### config.mk
export PLATFORM = sky130hd
export DESIGN_NAME = crp_tagger
export DESIGN_NICKNAME = d
export VERILOG_FILES = /design/src/hw/rtl/crp_pkg.sv /design/src/hw/rtl/crp_tagger.sv
export SDC_FILE = /design/constraint.sdc
export NUM_CORES = 1
export LEC_CHECK = 0
export ABC_AREA = 1
export BUFFER_PORTS_ARGS = -buffer_cell sky130_fd_sc_hd__buf_2
export CAP_MARGIN = 20
export CORE_MARGIN = 2
export CORE_UTILIZATION = 57
export DETAILED_ROUTE_END_ITERATION = 8
export PLACE_DENSITY = 0.92
export SLEW_MARGIN = 5
export SYNTH_ARGS = -nofsm -noshare
export SYNTH_HDL_FRONTEND = slang
export SYNTH_SLANG_ARGS = --single-unit
### constraint.sdc
create_clock -name clk -period 1.98 [get_ports clk]
set_input_delay 0.099 -clock clk [delete_from_list [all_inputs] [get_ports clk]]
set_output_delay 0.099 -clock clk [all_outputs]
set_load 0.01 [all_outputs]
### src/hw/rtl/crp_pkg.sv
// ----------------------------------------------------------------------------
// crp_pkg
// Shared types and constants of the pushback character reader.
// ----------------------------------------------------------------------------
package crp_pkg;

    localparam int CHAR_W = 21;
    localparam int LINE_W = 24;
    localparam int COL_W  = 24;
    localparam int POS_W  = 32;

    localparam logic [0:0]        OP_NEXT      = 1'b0;
    localparam logic [0:0]        OP_PUSHBACK  = 1'b1;
    localparam logic [CHAR_W-1:0] NEWLINE_CODE = CHAR_W'(10);
    localparam logic [CHAR_W-1:0] INVALID_CODE_RESET = CHAR_W'(65533);

    typedef struct packed {
        logic [0:0]        opcode;
        logic [CHAR_W-1:0] source_char;
        logic              source_error;
    } in_word_t;

    typedef struct packed {
        logic [CHAR_W-1:0] character;
        logic [LINE_W-1:0] line;
        logic [COL_W-1:0]  column;
        logic [POS_W-1:0]  position;
        logic              from_pushback;
    } out_word_t;

    typedef struct packed {
        logic [LINE_W-1:0] line;
        logic [COL_W-1:0]  column;
        logic [POS_W-1:0]  position;
    } tag_t;

    typedef struct packed {
        logic [CHAR_W-1:0] character;
        tag_t              tag;
    } hist_entry_t;

endpackage

### src/hw/rtl/crp_tagger.sv
// ----------------------------------------------------------------------------
// crp_tagger
// Line, column and position counters. Gives the tag of the character being
// taken and advances the counters, saturating, when it is taken.
// ----------------------------------------------------------------------------
module crp_tagger (
    input  logic                          clk,
    input  logic                          rst_n,
    input  logic                          take,
    input  logic [crp_pkg::CHAR_W-1:0]    character,
    output crp_pkg::tag_t                 tag
);
    import crp_pkg::*;

    logic [LINE_W-1:0] line_reg,   line_next;
    logic [COL_W-1:0]  column_reg, column_next;
    logic [POS_W-1:0]  pos_reg,    pos_next;
    logic [COL_W-1:0]  column_inc;
    logic [POS_W-1:0]  pos_inc;
    logic [LINE_W-1:0] line_inc;

    always_comb
    begin
        column_inc = (column_reg == '1) ? column_reg : column_reg + COL_W'(1);
        pos_inc    = (pos_reg == '1) ? pos_reg : pos_reg + POS_W'(1);
        line_inc   = (line_reg == '1) ? line_reg : line_reg + LINE_W'(1);

        tag.line     = line_reg;
        tag.column   = column_inc;
        tag.position = pos_inc;

        line_next   = line_reg;
        column_next = column_reg;
        pos_next    = pos_reg;
        if (take)
        begin
            pos_next = pos_inc;
            if (character == NEWLINE_CODE)
            begin
                line_next   = line_inc;
                column_next = '0;
            end
            else
            begin
                column_next = column_inc;
            end
        end
    end

    always_ff @(posedge clk or negedge rst_n)
    begin
        if (!rst_n)
        begin
            line_reg   <= LINE_W'(1);
            column_reg <= '0;
            pos_reg    <= '0;
        end
        else
        begin
            line_reg   <= line_next;
            column_reg <= column_next;
            pos_reg    <= pos_next;
        end
    end

endmodule

==> flow_summary.ini <==
[logic_synthesis]
async_flop_share = 1.00
synth_top_area_frac = 0.332
synth_warnings = 0
synth_edf_count = 0
synth_seq_area_share = 0.336
synth_ff_type = dfrtp_1
synth-seq-cells = 80
syn-num-nets = 955
synthCells = 928
synth_top_area_cell = dfrtp_1
synth_area_leaders = dfrtp_1 (33%), nand2_1 (28%), nand3_2 (7.9%)
syn_avg_cell_area_um2 = 6.43
ys_types = 31
synth_area_um2 = 5960

[sta]
slew_headroom = 0.475
finalMaxSlewViolations = 0
finalCriticalPeriod_ns = 2.14
worstMarginPinSlew_ns = 0.787
worst_clock_skew_ns = 0.0105
clock.fmax_mhz = 467
rsz0062_at_grt = yes
setup_tns_ns = -3.65
setup_viol = 55
setup_ws_ns = -0.161
min_period_over_period = 1.08
hold_viol_final = 0

[floorplanning]
core-area_um2 = 10200
num_rows = 37
ios = 104
die_h_um = 106
start_util = 0.583
die_w_um = 106
die_area_um2 = 11300

[global_routing]
grt_pass1_vias = 6120
grt_overflow = 0
antenna_found_initial = 0
grt_max_degree = 43
track_usage = 0.308
grt_pass1_wl_um = 28300

[status]
outcome = finished with violations
violations = negative setup slack

[drt]
drc = 0
viasPerCell = 5.79
vias = 7148
ant_nets = 0
routed_wl_um = 19800
drt_iter0_drc = 838
dr.pass1.iters = 6
wl_per_cell_um = 16.0

[clock_tree]
cts_root_buf = clkbuf_8
clock-sinks = 80
h-tree-depth = 3
cts_made_buffers = 9
cts.clk_slew.worst_paths_ns = 0.09
cts_tree = yes
clockBufferDepth = 2
clk_latency_ns = 0.38

[layout]
largest_reg_flops = 32
drive_gt1_frac = 0.308
area.growth.synth_to_final_pct = 34.9
fin_nets = 1121
utilization = 0.786
diodes = 0

[run]
maxCapViolations = 0

[placed_design]
numPortBuffers = 103
gp_congestion = 0.992
place_hpwl_um = 11600

[setup_path]
crit_fanout = 4
path_cells = buf_4, nand2_1, nor2_1, nand2_2, o21ai_0, nand3_4, buf_6
cpMaxStageDelayCell = dfrtp_1
path_buf_inv = 2
required_ns = 1.88
end_kind = primary output
max_stage_delay_ns = 0.41
crit_family = simple AND/OR/NAND/NOR gates
critPathArrivalTime_ns = 2.04
worstSetupPathType = reg -> out
startpoint_type = register

[power]
powerDensity_nw_per_um2 = 569
p_leak_nw = 4.15
irDropWorstVdd_mv = 0.479

[min_path]
hp-class = in -> reg
area by class of cell:
| class | instances | area (um2) |
|---|---|---|
| clock buffer | 11 | 141 |
| clock inverter | 5 | 56.3 |
| fill | 662 | 2180 |
| inverter | 67 | 254 |
| multi-input combinational | 765 | 4040 |
| sequential | 80 | 2010 |
| tap | 136 | 170 |
| timing repair buffer | 171 | 1370 |
where the power goes:
part,internal [mW],leakage (nW),switching (mW)
clock network,0.616,0.0993,0.673
logic,0.649,2.97,0.729
registers,1.75,1.09,0.162
cells by family (layout without fill, tap and decap cells):
kind of cell | after synthesis | after routing | synth area share
simple gates | 719 | 723 | 0.549
fa+ha+maj | 3 | 3 | 0.00630
compound gates | 22 | 22 | 0.0204
buf+inv | 87 | 254 | 0.0634
xor+xnor | 17 | 17 | 0.0250
flops | 80 | 80 | 0.336
what timing repair did:
item	in CTS	in global routing
endpoints found under the hold margin	39	0
gates cloned	3	2
pin swaps	15	31
hold buffers	1	0
buffers inserted	22	20
endpoints found under the setup margin	80	72
resized for setup	36	120
path summary, 6_finish.rpt:
check / from / end / slack (ns) / depth (start not counted)
setup / recovery: pos_reg[12] / tag[13] / -0.16 / 7
hold / removal: take / column_reg[13] / 0.10 / 2
setup reg to reg: column_reg[1] / column_reg[3] / 0.15 / 11
hold reg to reg: pos_reg[31] / pos_reg[31] / 0.54 / 2
max in group asynchronous: rst_n / pos_reg[3] / 1.06 / 3
min in group asynchronous: rst_n / pos_reg[29] / 0.24 / 2
stage by stage:
stage,std cells,hold slack [ns],instance area [um2],setup WS (ns),total power [mW]
CTS,1213,0.0763,7300,-0.0155,4.15
floorplan,928,-0.197,5960,0.183,2.42
finish,1235,0.105,8050,-0.161,4.58
detailed placement,1171,0.126,6730,-0.0939,2.78
global route,1235,0.106,8050,-0.190,4.75
global placement,1171,0.123,6730,0.00860,2.74
cells in the final DEF (no fill, tap or decap), types with 9 or more instances in the layout:
| cell | count |
|---|---|
| nor2_2 | 18 |
| o21ai_0 | 10 |
| buf_6 | 46 |
| dfrtp_1 | 73 |
| inv_1 | 62 |
| nand2_2 | 21 |
| nand2_1 | 427 |
| buf_2 | 62 |
| nand2_4 | 9 |
| or2_2 | 14 |
| nand3_4 | 21 |
| buf_4 | 56 |
| nand3_2 | 29 |
| clkbuf_8 | 10 |
| nor2_4 | 16 |
| nor2_1 | 93 |
| nand3_1 | 52 |
| xor2_1 | 9 |
layer usage:
| metal | part of all wire | vias up | GRT usage |
|---|---|---|---|
| li1 | - | 3224 | - |
| met4 | 0.051 | 0 | 0.0996 |
| met1 | 0.37 | 3298 | 0.412 |
| met2 | 0.47 | 496 | 0.507 |
| met3 | 0.10 | 130 | 0.0533 |
| met5 | 0 | - | 0 |
synth_stat cells (all sizes together), types with 3 or more instances:
library cell / n
nor2: 127
ha: 3
or2: 15
nand2: 458
o21ai: 22
nand3b: 8
buf: 15
xor2: 9
nand3: 102
nand4: 7
clkbuf: 5
inv: 66
dfrtp: 79
xnor2: 8
Note: power is estimated with default switching activity, not from simulation.
